**config.mk**
```make
export PLATFORM = sky130hd
export DESIGN_NAME = attached_device_table
export DESIGN_NICKNAME = d
export VERILOG_FILES = /design/src/rtl/adt_pkg.sv /design/src/rtl/attached_device_table.sv
export SDC_FILE = /design/constraint.sdc
export NUM_CORES = 1
export LEC_CHECK = 0
export BUFFER_PORTS_ARGS = -buffer_cell sky130_fd_sc_hd__buf_2
export CAP_MARGIN = 10
export CORE_UTILIZATION = 35
export CTS_CLUSTER_DIAMETER = 200
export DETAILED_ROUTE_END_ITERATION = 16
export MAX_ROUTING_LAYER = met4
export SYNTH_ARGS = -nofsm -noshare
export SYNTH_HDL_FRONTEND = slang
export SYNTH_SLANG_ARGS = --single-unit
```
**constraint.sdc**
```tcl
create_clock -name clk -period 4 [get_ports clk]
set_clock_uncertainty 0.15 [all_clocks]
set_input_delay 0.8 -clock clk [delete_from_list [all_inputs] [get_ports clk]]
set_output_delay 0.8 -clock clk [all_outputs]
set_load 0.02 [all_outputs]
```
**src/rtl/adt_pkg.sv**
```systemverilog
// Shared constants and types for the attached device table.
package adt_pkg;
	localparam int MAX_ENTRIES = 16;
	localparam int ADDR_W = (MAX_ENTRIES > 1) ? $clog2(MAX_ENTRIES) : 1;
	localparam int CNT_W = $clog2(MAX_ENTRIES + 1);

	localparam logic [1:0] OP_ATTACH = 2'd0;
	localparam logic [1:0] OP_DETACH = 2'd1;
	localparam logic [1:0] OP_READ = 2'd2;
	localparam logic [1:0] OP_STATUS = 2'd3;

	localparam logic [1:0] STS_OK = 2'd0;
	localparam logic [1:0] STS_FULL = 2'd1;
	localparam logic [1:0] STS_NOMATCH = 2'd2;
	localparam logic [1:0] STS_EMPTY = 2'd3;

	localparam logic [1:0] FLAG_NONE = 2'd0;
	localparam logic [1:0] FLAG_ADDED = 2'd1;
	localparam logic [1:0] FLAG_REMOVED = 2'd2;

	typedef struct packed {
		logic [15:0] vendor;
		logic [15:0] product;
	} entry_t;

	typedef logic [CNT_W-1:0] cnt_t;
	typedef logic [ADDR_W-1:0] addr_t;
endpackage

```
**src/rtl/attached_device_table.sv**
```systemverilog
// Attached device table: packed vendor/product table in one synchronous RAM.
//
// Command channel: start with opcode, vendor_id, product_id, slot_index is
// taken when busy is low. busy rises the next cycle and stays high until the
// result is delivered. Result channel: done is high for exactly one cycle
// with status, entry_vendor, entry_product, entry_position, device_count and
// change_flag; the receiver must take it then, there is no back-pressure.
// busy drops in the same cycle that done is high, so a new command can be
// accepted while the previous result is still on the ports.
// Path through the states, by command:
//   attach, read status, read of an unoccupied slot: execute state only
//   read entry: execute, then readout
//   detach: execute, search, then shift on a hit; a miss or an empty table ends in search
// A new command is taken only while busy is low; the next transfer can land on the
// edge that takes the result.
// The detach search and the shift of later entries each stream through the
// single RAM, one entry per cycle, through its registered read port; the shift
// writes entry k+1 into slot k while reading entry k+2.
// Reset clears the count, the change flag and the control state; the RAM is
// not cleared, only occupied slots are ever read.
module attached_device_table
	import adt_pkg::*;
(
	input  logic        clk,
	input  logic        arst_n,
	input  logic        start,
	output logic        busy,
	input  logic [1:0]  opcode,
	input  logic [15:0] vendor_id,
	input  logic [15:0] product_id,
	input  logic [3:0]  slot_index,
	output logic        done,
	output logic [1:0]  status,
	output logic [15:0] entry_vendor,
	output logic [15:0] entry_product,
	output logic [3:0]  entry_position,
	output logic [4:0]  device_count,
	output logic [1:0]  change_flag
);
	localparam logic [2:0] S_IDLE = 3'd0;
	localparam logic [2:0] S_EXEC = 3'd1;
	localparam logic [2:0] S_SEARCH = 3'd2;
	localparam logic [2:0] S_SHIFT = 3'd3;
	localparam logic [2:0] S_RDOUT = 3'd4;
	localparam int CW = CNT_W + 4;

	entry_t mem [MAX_ENTRIES];

	logic [2:0]  state_q;
	logic [1:0]  op_q;
	entry_t      key_q;
	logic [3:0]  slot_q;
	cnt_t        count_q;
	logic [1:0]  flag_q;
	cnt_t        idx_q;
	cnt_t        pos_q;
	logic        pend_s1;
	cnt_t        addr_s1;
	entry_t      rdata_s1;
	logic        done_q;
	logic [1:0]  status_q;
	logic [15:0] vendor_q;
	logic [15:0] product_q;
	logic [3:0]  position_q;
	logic [1:0]  flag_out_q;

	logic        mem_re;
	addr_t       rd_addr;
	logic        mem_we;
	addr_t       wr_addr;
	entry_t      wr_data;
	logic        more;
	logic        hit;
	logic        slot_ok;
	logic        full;
	cnt_t        shift_dst;

	assign more = idx_q < count_q;
	assign hit = pend_s1 && (rdata_s1 == key_q);
	assign slot_ok = (CW'(slot_q) < CW'(count_q)) && (CW'(slot_q) < CW'(MAX_ENTRIES));
	assign full = count_q >= CNT_W'(MAX_ENTRIES);
	assign shift_dst = addr_s1 - 1'b1;

	always_comb begin
		mem_re = 1'b0;
		rd_addr = idx_q[ADDR_W-1:0];
		mem_we = 1'b0;
		wr_addr = count_q[ADDR_W-1:0];
		wr_data = key_q;
		unique case (state_q)
			S_EXEC: begin
				if (op_q == OP_READ && slot_ok) begin
					mem_re = 1'b1;
					rd_addr = ADDR_W'(slot_q);
				end
				if (op_q == OP_ATTACH && !full) begin
					mem_we = 1'b1;
				end
			end
			S_SEARCH: begin
				mem_re = more && !hit;
			end
			S_SHIFT: begin
				mem_re = more;
				if (pend_s1) begin
					mem_we = 1'b1;
					wr_addr = shift_dst[ADDR_W-1:0];
					wr_data = rdata_s1;
				end
			end
			default: begin
			end
		endcase
	end

	always_ff @(posedge clk) begin
		if (mem_we) begin
			mem[wr_addr] <= wr_data;
		end
		if (mem_re) begin
			rdata_s1 <= mem[rd_addr];
		end
	end

	always_ff @(posedge clk) begin
		addr_s1 <= idx_q;
		if (start && !busy) begin
			op_q <= opcode;
			key_q <= '{vendor: vendor_id, product: product_id};
			slot_q <= slot_index;
		end
	end

	always_ff @(posedge clk or negedge arst_n) begin
		if (!arst_n) begin
			state_q <= S_IDLE;
			count_q <= '0;
			flag_q <= FLAG_NONE;
			idx_q <= '0;
			pos_q <= '0;
			pend_s1 <= 1'b0;
			done_q <= 1'b0;
			status_q <= STS_OK;
			vendor_q <= '0;
			product_q <= '0;
			position_q <= '0;
			flag_out_q <= FLAG_NONE;
		end else begin
			done_q <= 1'b0;
			pend_s1 <= mem_re;
			unique case (state_q)
				S_IDLE: begin
					if (start) begin
						state_q <= S_EXEC;
					end
				end
				S_EXEC: begin
					vendor_q <= '0;
					product_q <= '0;
					position_q <= '0;
					status_q <= STS_OK;
					flag_out_q <= flag_q;
					unique case (op_q)
						OP_ATTACH: begin
							state_q <= S_IDLE;
							done_q <= 1'b1;
							if (full) begin
								status_q <= STS_FULL;
							end else begin
								position_q <= 4'(count_q);
								count_q <= count_q + 1'b1;
								flag_q <= FLAG_ADDED;
								flag_out_q <= FLAG_ADDED;
							end
						end
						OP_DETACH: begin
							idx_q <= '0;
							state_q <= S_SEARCH;
						end
						OP_READ: begin
							if (slot_ok) begin
								state_q <= S_RDOUT;
							end else begin
								state_q <= S_IDLE;
								done_q <= 1'b1;
								status_q <= STS_EMPTY;
								position_q <= slot_q;
							end
						end
						default: begin
							state_q <= S_IDLE;
							done_q <= 1'b1;
							flag_q <= FLAG_NONE;
						end
					endcase
				end
				S_SEARCH: begin
					if (hit) begin
						pos_q <= addr_s1;
						idx_q <= addr_s1 + 1'b1;
						state_q <= S_SHIFT;
					end else if (!more && !pend_s1) begin
						state_q <= S_IDLE;
						done_q <= 1'b1;
						status_q <= STS_NOMATCH;
					end else if (more) begin
						idx_q <= idx_q + 1'b1;
					end
				end
				S_SHIFT: begin
					if (more) begin
						idx_q <= idx_q + 1'b1;
					end else if (!pend_s1) begin
						state_q <= S_IDLE;
						done_q <= 1'b1;
						status_q <= STS_OK;
						position_q <= 4'(pos_q);
						count_q <= count_q - 1'b1;
						flag_q <= FLAG_REMOVED;
						flag_out_q <= FLAG_REMOVED;
					end
				end
				S_RDOUT: begin
					state_q <= S_IDLE;
					done_q <= 1'b1;
					status_q <= STS_OK;
					vendor_q <= rdata_s1.vendor;
					product_q <= rdata_s1.product;
					position_q <= slot_q;
				end
				default: begin
					state_q <= S_IDLE;
				end
			endcase
		end
	end

	assign busy = state_q != S_IDLE;
	assign done = done_q;
	assign status = status_q;
	assign entry_vendor = vendor_q;
	assign entry_product = product_q;
	assign entry_position = position_q;
	assign device_count = 5'(count_q);
	assign change_flag = flag_out_q;
endmodule

```
==> results of run 1 <==
-- cell families after synthesis --
family                     Yosys count  share of synthesized area, %
DFF                                648                          74.8
AOI/OAI and AO/OA                  236                          6.15
adders and majority gates           17                         0.863
and+or+nand+nor                    150                          3.21
buffers and inverters               85                          1.47
muxes                              301                          12.0
xor gates and xnor gates            42                          1.44
-- Yosys cell counts (4+ instances only) --
| library cell | n |
|---|---|
| clkbuf_1 | 26 |
| or4_1 | 32 |
| xor2_1 | 6 |
| a21oi_1 | 14 |
| nand2_1 | 31 |
| mux2i_1 | 260 |
| nand3_1 | 4 |
| nor3_1 | 5 |
| o22ai_1 | 128 |
| inv_1 | 14 |
| nand2b_1 | 7 |
| edfxtp_1 | 582 |
| xnor2_1 | 36 |
| mux2_2 | 40 |
| dfxtp_1 | 5 |
| a22oi_1 | 10 |
| o21ai_0 | 29 |
| buf_2 | 39 |
| ha_1 | 16 |
| buf_1 | 4 |
| dfrtp_1 | 61 |
| nor2_1 | 38 |
| a22o_1 | 32 |
| nand4_1 | 9 |
-- flip-flops by register name, summed over array words and instances, names as in the netlist, 2 cells and up --
register	cells
status	2
entry_position	4
slot_q	4
flag_q	2
device_count	5
entry_vendor	16
key_q	32
mem	512
idx_q	5
change_flag	2
state_q	3
op_q	2
addr_s1	5
pos_q	4
rdata_s1	32
entry_product	16
-- worst max-delay path, cell delays in order, from the launching register on --
cell	delay [ps]
edfxtp_1	530
ha_1	360
a211oi_1	260
o32ai_2	180
nor2_4	170
mux2i_4	280
buf_12	180
buf_12	240
buf_4	250
mux2i_1	230
o22ai_1	90
or4_1	520
-- metal layers --
metal	routed length, um	vias to the layer above
met1	29400	7306
met3	4620	121
met2	30300	495
met5	0	-
li1	-	6197
met4	1820	0
-- final cells by class --
class | instances | area (um2)
Clock buffer | 80 | 1790
Clock inverter | 46 | 427
Fill cell | 6421 | 41900
Tap cell | 950 | 1190
Sequential cell | 648 | 19100
Inverter | 15 | 56.3
Multi-Input combinational cell | 746 | 6220
Timing Repair Buffer | 142 | 1200
-- how the worst max path moves through the flow --
stage | to | startpoint
after floorplan | mem[15][0] | state_q[1]
after global placement | rdata_s1[30] | slot_q[2]
after detailed placement | rdata_s1[30] | slot_q[2]
after CTS | rdata_s1[30] | slot_q[2]
after global routing | rdata_s1[30] | slot_q[2]
final | rdata_s1[30] | slot_q[2]
-- power by group --
part	total, uW	internal [uW]	switching (uW)	leakage, uW
Sequential	8870	8380	482	0.00613
Combinational	4840	1810	3030	0.00452
Clock	6290	3670	2620	0.00108
-- per-stage QoR --
step	setup WS, ps	hold slack [ps]
final	250	215
after global routing	52.4	198
after CTS	262	192
after detailed placement	286	285
after global placement	372	273
after floorplan	343	237
==> flow_metrics.py, run 1 <==
metrics = {
    "outcome": {
        "run_status": "finished, final reports clean",
    },
    "final_layout": {
        "final_util_pct": 41.7,
        "synthToLayoutAreaGrowth_pct": 17.5,
        "drive_above_1_share_pct": 18.9,
        "final_cell_mix": "582 x edfxtp_1, 259 x mux2i_1, 128 x o22ai_1",
        "finalNonFillerCells": 2627,
        "num_antenna_cells": 0,
        "layout.nets": 1679,
        "fin_area_um2": 30000,
        "mostFrequentLayoutCell": "edfxtp_1",
    },
    "cts": {
        "cts-resized-gates": 0,
        "clock-sinks": 648,
        "clockRootBuffer": "clkbuf_16",
        "cts_made_buffers": 68,
        "cts.path.max_buffers": 3,
        "cts_tree": "done",
        "ctsHtreeMaxLevel": 3,
        "post_cts_buffers": 0,
        "clk_latency_ps": 610,
        "cts_hold_buf": 0,
        "clkTransAtPathRegs_ps": 60,
    },
    "route": {
        "route.detailed.drc": 0,
        "postRouteAntennaNets": 0,
        "post_drt_via_cell_ratio": 5.37,
        "dr_total_vias": 14119,
        "drtPass1Iterations": 5,
        "first_iter_violations": 1375,
        "wirelength_um": 66100,
        "wl_per_cell_um": 25.2,
    },
    "grt": {
        "use_met2_pct": 27.6,
        "antenna_found_initial": 0,
        "grt_pass1_wl_um": 96000,
        "grtUsageMet3_pct": 3.89,
        "grt_overflow": 0,
        "grt_max_degree": 62,
        "busiest_layer": "met2",
        "track_usage_pct": 18.4,
        "use_met1_pct": 24.9,
        "grt_pass1_vias": 14088,
    },
    "die": {
        "die_area_um2": 74000,
        "core-area_um2": 71900,
        "die_w_um": 272,
        "die_y_um": 272,
        "initial_utilization_pct": 35.5,
        "io_pins": 88,
        "num_rows": 98,
    },
    "timing": {
        "slew_viol_final": 0,
        "rsz0062_at_grt": "no",
        "min_period_over_period_pct": 93.8,
        "relSlewSlack_pct": 30.8,
        "setup_violations": 0,
        "max_freq_ghz": 0.267,
        "fin_crit_ps": 3750,
        "setup_tns_ps": 0,
        "worstMarginPinSlew_ps": 1040,
        "timing.final.hold_violations": 0,
    },
    "critical_path": {
        "worstRegToRegCells": 11,
        "endpoint_kind": "flip-flop",
        "worstReg2RegEnd": "rdata_s1[30]",
        "criticalPathCategory": "flip-flop to flip-flop",
        "start_kind": "flip-flop",
        "cp_data_arrival_time_ps": 3920,
        "cp_max_fo": 29,
        "r2r_start": "slot_q[2]",
        "r2r_setup_slack_ps": 250,
        "required_ps": 4170,
    },
    "synthesis": {
        "yosysWarnings": 0,
        "avgSynthCellArea_um2": 17.3,
        "synth_cells": 1479,
        "syn_area_um2": 25500,
        "async_flop_share_pct": 9.41,
        "synth_flop_cell": "edfxtp_1",
        "synth_cell_types": 57,
        "synth_top_area_cell": "edfxtp_1",
        "ys_ff_latch": 648,
        "synth.net_count": 1537,
        "synth_top_area_share_pct": 68.5,
        "yosysSeqAreaShare_pct": 74.8,
        "ys_top_cells_by_area": "edfxtp_1 68%, mux2i_1 10%, dfrtp_1 6.0%",
        "synth_edf_count": 582,
    },
    "worst_hold_path": {
        "min_delay_path_depth": 1,
        "hold-path-endpoint": "key_q[11]",
        "hold_path.startpoint": "product_id[11]",
        "hold_class": "input port to flip-flop",
    },
    "placement": {
        "io_buffers": 87,
        "routabilityCongestion": 0.813,
        "dp_hpwl_um": 35600,
        "dpl.cell_count": 2501,
        "placed_area_um2": 27800,
    },
    "job": {
        "max_cap_viol_count": 0,
    },
    "power": {
        "pwr_density_cell_nw_per_um2": 667,
        "total_leakage_power_uw": 0.0117,
        "ir_drop_mv": 0.417,
        "finalPower_uw": 20000,
    },
}
(Power assumes the default switching activity.)
==> run 2, diff against run 1 <==
==> constraint.sdc (replaced) <==
create_clock -name clk -period 4 [get_ports clk]
set_clock_uncertainty 0.15 [all_clocks]
set_input_delay 0.8 -clock clk [delete_from_list [all_inputs] [get_ports clk]]
set_output_delay 0.8 -clock clk [all_outputs]
set_load 0.1 [all_outputs]
==> flow_metrics.py, run 2 (same netlist as run 1, synthesis figures left out) <==
metrics = {
    "placement": {
        "io_buffers": 87,
        "routabilityCongestion": 0.843,
        "dp_hpwl_um": 37100,
        "dpl.cell_count": 2503,
        "dpl_worst_slack_ps": 303,
    },
    "timing": {
        "fin_crit_ps": 3730,
        "worstMarginPinSlew_ps": 1100,
        "setup_tns_ps": 0,
        "slew_viol_final": 0,
        "relSlewSlack_pct": 26.5,
        "rsz0062_at_grt": "no",
        "max_freq_ghz": 0.268,
        "setup_violations": 0,
        "timing.final.hold_violations": 0,
        "fin_ws_ps": 269,
        "min_period_over_period_pct": 93.3,
    },
    "critical_path": {
        "worst_path_most_repeated_cell": "buf_12",
        "r2r_start": "device_count[2]",
        "worstRegToRegCells": 11,
        "cp_top_family": "simple AND/OR/NAND/NOR gates",
        "start_kind": "flip-flop",
        "startpoint": "device_count[2]",
        "required_ps": 4200,
        "critPathSlowestCell": "or4_1",
        "criticalPathCategory": "flip-flop to flip-flop",
        "r2r_setup_slack_ps": 270,
        "max_stage_delay_ps": 530,
        "path_cells": "inv_1, ha_1, a211oi_1, o32ai_2, nor2_4, mux2i_4, buf_12, buf_12, mux2i_1, o22ai_1, or4_1",
        "cp_max_fo": 47,
        "worstReg2RegEnd": "rdata_s1[7]",
        "critical_path.n_buffers_inverters": 3,
        "cp_data_arrival_time_ps": 3930,
        "endpoint_kind": "flip-flop",
    },
    "final_layout": {
        "num_antenna_cells": 0,
        "final_cell_mix": "582 x edfxtp_1, 259 x mux2i_1, 128 x o22ai_1",
        "top_regs": "mem (512), key_q (32), rdata_s1 (32)",
        "final_util_pct": 41.9,
        "largest_reg_flops": 512,
        "synthToLayoutAreaGrowth_pct": 18.1,
        "drive_above_1_share_pct": 19.3,
        "finalNonFillerCells": 2632,
        "layout.nets": 1684,
        "top_register": "mem",
        "mostFrequentLayoutCell": "edfxtp_1",
    },
    "power": {
        "p_clk_share_pct": 30.5,
        "ir_drop_mv": 0.595,
        "pwr-share-seq_pct": 43.0,
        "internal_power_uw": 13800,
        "comb_power_share_pct": 26.5,
        "p_sw_uw": 6890,
        "pwr_density_cell_nw_per_um2": 687,
        "switching_share_pct": 33.3,
        "total_leakage_power_uw": 0.0118,
    },
    "route": {
        "wirelength_um": 66000,
        "drtPass1Iterations": 5,
        "wl_per_cell_um": 25.1,
        "first_iter_violations": 1272,
        "route.detailed.drc": 0,
        "dr_total_vias": 14136,
        "post_drt_via_cell_ratio": 5.37,
        "postRouteAntennaNets": 0,
    },
    "die": {
        "die_area_um2": 74000,
        "core-area_um2": 71900,
        "die_w_um": 272,
        "initial_utilization_pct": 35.5,
        "die_y_um": 272,
        "num_rows": 98,
        "io_pins": 88,
    },
    "cts": {
        "cts-resized-gates": 0,
        "cts_tree": "done",
        "cts.path.max_buffers": 3,
        "post_cts_buffers": 0,
        "clkTransAtPathRegs_ps": 60,
        "cts_hold_buf": 0,
        "clockRootBuffer": "clkbuf_16",
        "clk_latency_ps": 630,
        "cts_made_buffers": 71,
        "clock-sinks": 648,
        "ctsHtreeMaxLevel": 3,
    },
    "grt": {
        "grt_max_degree": 62,
        "grt_pass1_wl_um": 95900,
        "grt_pass1_vias": 14172,
        "antenna_found_initial": 0,
        "grt_overflow": 0,
        "track_usage_pct": 18.5,
    },
    "job": {
        "max_cap_viol_count": 0,
    },
    "worst_hold_path": {
        "hold-path-endpoint": "key_q[10]",
        "hold_path.startpoint": "product_id[10]",
        "min_delay_path_depth": 1,
        "hold_class": "input port to flip-flop",
    },
    "outcome": {
        "run_status": "finished, final reports clean",
    },
}
-- run 2: cell types whose count changed in the layout (fill, tap and decap cells not counted), sizes merged --
cell	change
clkbuf	+16
clkinv	-9
bufinv	-4
buf	+2
-- run 2: layout make-up --
class / instances / area (um2)
Fill cell: 6409 / 41700
Sequential cell: 648 / 19100
Multi-Input combinational cell: 746 / 6230
Clock buffer: 96 / 1920
Timing Repair Buffer: 144 / 1290
Tap cell: 950 / 1190
Clock inverter: 33 / 347
Inverter: 15 / 56.3
-- run 2: worst register-to-register path: stages, from the launching register on --
cell      delay [ps]
dfrtp_2          440
inv_1            130
ha_1             260
a211oi_1         260
o32ai_2          180
nor2_4           280
mux2i_4          300
buf_12           240
buf_12           340
mux2i_1          290
o22ai_1           80
or4_1            530
-- run 2: worst max path at each step --
stage                        end  cells after the start
floorplan           rdata_s1[20]                     11
global placement    rdata_s1[15]                     11
detailed placement  rdata_s1[15]                     11
CTS                 rdata_s1[20]                     11
global route         rdata_s1[7]                     11
finish               rdata_s1[7]                     11
-- run 2: power groups by stage --
| stage | registers, uW | logic [uW] | clock network (uW) |
|---|---|---|---|
| final | 8910 | 5480 | 6320 |
| after global routing | 8960 | 5820 | 6710 |
| after CTS | 8920 | 5500 | 6460 |
| after detailed placement | 9040 | 5490 | 0 |
| after global placement | 9040 | 5400 | 0 |
| after floorplan | 9550 | 3060 | 0 |
-- run 2: through the flow --
step / area, um2 / hold WS, ps / power (uW)
floorplan: 25500 / 237 / 12600
global placement: 27900 / 282 / 14400
detailed placement: 27900 / 271 / 14500
CTS: 30100 / 158 / 20900
global route: 30100 / 168 / 21500
finish: 30100 / 202 / 20700
-- run 2: layer usage --
layer | wire length, um | global-route usage, % | vias to the layer above
met5 | 0 | - | -
met4 | 1810 | 5.72 | 0
met3 | 3990 | 3.46 | 108
met2 | 31100 | 28.5 | 482
met1 | 29200 | 24.7 | 7336
li1 | - | - | 6210
==> run 3, diff against run 2 <==
--- a/config.mk
+++ b/config.mk
@@ -5,6 +5,7 @@
 export SDC_FILE = /design/constraint.sdc
 export NUM_CORES = 1
 export LEC_CHECK = 0
+export ABC_AREA = 1
 export BUFFER_PORTS_ARGS = -buffer_cell sky130_fd_sc_hd__buf_2
 export CAP_MARGIN = 10
 export CORE_UTILIZATION = 35
==> flow_metrics.py, run 3 <==
metrics = {
    "cts": {
        "clockRootBuffer": "clkbuf_16",
        "ctsHtreeMaxLevel": 3,
        "cts-resized-gates": 0,
        "clk_latency_ps": 640,
        "post_cts_buffers": 0,
        "clock-sinks": 648,
        "cts.path.max_buffers": 3,
        "cts_tree": "done",
        "cts_made_buffers": 72,
        "clkTransAtPathRegs_ps": 60,
        "cts_hold_buf": 0,
    },
    "timing": {
        "fin_crit_ps": 3430,
        "setup_tns_ps": 0,
        "worstMarginPinSlew_ps": 1250,
        "timing.final.hold_violations": 0,
        "max_freq_ghz": 0.292,
        "rsz0062_at_grt": "no",
        "min_period_over_period_pct": 85.6,
        "fin_ws_ps": 575,
        "setup_violations": 0,
        "relSlewSlack_pct": 16.1,
        "slew_viol_final": 0,
    },
    "synthesis": {
        "synth.net_count": 2990,
        "synth_top_area_share_pct": 59.9,
        "synth_cell_types": 42,
        "synth_top_area_cell": "edfxtp_1",
        "async_flop_share_pct": 9.41,
        "avgSynthCellArea_um2": 9.95,
        "yosysWarnings": 0,
        "ys_ff_latch": 648,
        "synth_edf_count": 582,
        "syn_area_um2": 29200,
        "yosysSeqAreaShare_pct": 65.5,
        "synth.most_common_cell": "nand3_1",
        "synth_flop_cell": "edfxtp_1",
        "synth_cells": 2932,
        "synthTopCellsByCount": "639 x nand3_1, 618 x inv_1, 615 x nand2_1, 582 x edfxtp_1, 87 x o21ai_0",
        "ys_top_cells_by_area": "edfxtp_1 60%, nand3_1 11%, inv_1 7.9%",
    },
    "critical_path": {
        "max_stage_delay_ps": 540,
        "worstRegToRegCells": 13,
        "cp_max_fo": 11,
        "criticalPathCategory": "flip-flop to flip-flop",
        "worstReg2RegEnd": "rdata_s1[13]",
        "critPathSlowestCell": "o21ai_4",
        "start_kind": "flip-flop",
        "worst_path_most_repeated_cell": "nand3_1",
        "endpoint_kind": "flip-flop",
        "required_ps": 4340,
        "r2r_start": "device_count[3]",
        "r2r_setup_slack_ps": 570,
        "path_cells": "inv_1, ha_1, inv_1, nor2_1, a21boi_1, nand3_1, buf_4, o21ai_4, buf_4, nand3_1, nand3_1, nand3_1, nand2_1",
        "cp_data_arrival_time_ps": 3760,
    },
    "final_layout": {
        "top_register": "mem",
        "drive_above_1_share_pct": 10.4,
        "num_antenna_cells": 0,
        "final_cell_mix": "638 x nand3_1, 617 x inv_1, 613 x nand2_1",
        "top_regs": "mem (512), key_q (32), rdata_s1 (32)",
        "mostFrequentLayoutCell": "nand3_1",
        "largest_reg_flops": 512,
        "synthToLayoutAreaGrowth_pct": 16.3,
        "layout.nets": 3116,
        "fin_area_um2": 33900,
    },
    "placement": {
        "dpl_worst_slack_ps": 621,
        "io_buffers": 87,
        "dp_hpwl_um": 50600,
        "routabilityCongestion": 0.908,
        "placed_area_um2": 31600,
    },
    "route": {
        "wirelength_um": 84300,
        "first_iter_violations": 2050,
        "drtPass1Iterations": 5,
        "post_drt_via_cell_ratio": 4.96,
        "dr_total_vias": 20748,
        "wl_per_cell_um": 20.2,
        "postRouteAntennaNets": 0,
        "route.detailed.drc": 0,
    },
    "die": {
        "core-area_um2": 82200,
        "initial_utilization_pct": 35.5,
        "die_w_um": 291,
        "num_rows": 105,
        "die_y_um": 291,
        "die_area_um2": 84500,
        "io_pins": 88,
    },
    "power": {
        "ir_drop_mv": 0.595,
        "pwr_density_cell_nw_per_um2": 675,
        "total_leakage_power_uw": 0.0147,
        "finalPower_uw": 22900,
    },
    "outcome": {
        "run_status": "finished, final reports clean",
    },
    "grt": {
        "track_usage_pct": 20.5,
        "grt_pass1_wl_um": 127000,
        "antenna_found_initial": 1,
        "grt_pass1_vias": 19576,
        "grt_overflow": 0,
        "grt_max_degree": 82,
    },
    "job": {
        "max_cap_viol_count": 0,
    },
    "worst_hold_path": {
        "hold_class": "input port to async pin",
    },
}
-- run 3: cell count changes in the layout (fill, tap and decap cells not counted), moves of 10 or more --
cell,previous run,this run
or4_1,32,0
clkinv_2,13,3
o22ai_1,128,7
mux2_2,40,0
nand2_1,26,613
inv_1,14,617
a22oi_1,10,0
xnor2_1,36,8
nor2_1,20,63
buf_4,24,72
mux2i_1,259,0
a22o_1,32,1
o21ai_0,29,80
nand3_1,4,638
-- run 3: per-stage QoR --
step | hold slack [ps] | util [%] | cells
after floorplan | 277 | - | 2932
after global placement | 305 | 38.4 | 4053
after detailed placement | 306 | 38.4 | 4053
after CTS | 162 | 41.3 | 4181
after global routing | 185 | 41.3 | 4182
final | 153 | 41.3 | 4182
-- run 3: how the worst max path moves through the flow --
stage                     slack, ps            start      endpoint  cells after the start
after global routing            390  device_count[3]  rdata_s1[13]                     13
after CTS                       610  device_count[3]  rdata_s1[15]                     13
final                           570  device_count[3]  rdata_s1[13]                     13
after detailed placement        620  device_count[3]  rdata_s1[15]                     13
after global placement          650  device_count[3]  rdata_s1[15]                     13
after floorplan                 460       state_q[2]     mem[7][0]                      9
-- run 3: kinds of logic (layout without fill, tap and decap cells) --
family                     count (synthesis)  in the layout  synth area share (%)
DFF                                      648            648                  65.5
and+or+nand+nor                         1362           1362                  20.6
AOI/OAI and AO/OA                        127            127                  2.38
xor gates and xnor gates                  19             19                 0.570
adders and majority gates                 17             17                 0.755
buffers and inverters                    759            939                  10.3
-- run 3: cell type report --
cell class                      instances  area (um2)
Multi-Input combinational cell       1525        7300
Timing Repair Buffer                  184        1480
Inverter                              627        2350
Fill cell                            7855       48300
Sequential cell                       648       19100
Clock buffer                           93        1880
Clock inverter                         35         487
Tap cell                             1070        1340
-- run 3: report_power, final --
part / internal [uW] / switching, uW
Combinational: 1840 / 5400
Sequential: 8470 / 554
Clock: 3890 / 2770
Total: 14200 / 8730
-- run 3: worst max-delay path, delay by kind of cell (launching register included) --
kind,cells,cell delay (ps)
adder cells (fa/ha/maj),1,280
buffers and inverters,4,890
AND/OR/NAND/NOR,6,880
flip-flops,1,390
AO/OA/AOI/OAI,2,690
-- run 3: layer usage --
layer	vias to the layer above	track usage, %	share of wire [%]
met5	-	-	0
met4	0	6.45	2.7
met3	151	2.52	7.9
met2	845	32.0	46
met1	9941	27.8	43
li1	9811	-	-
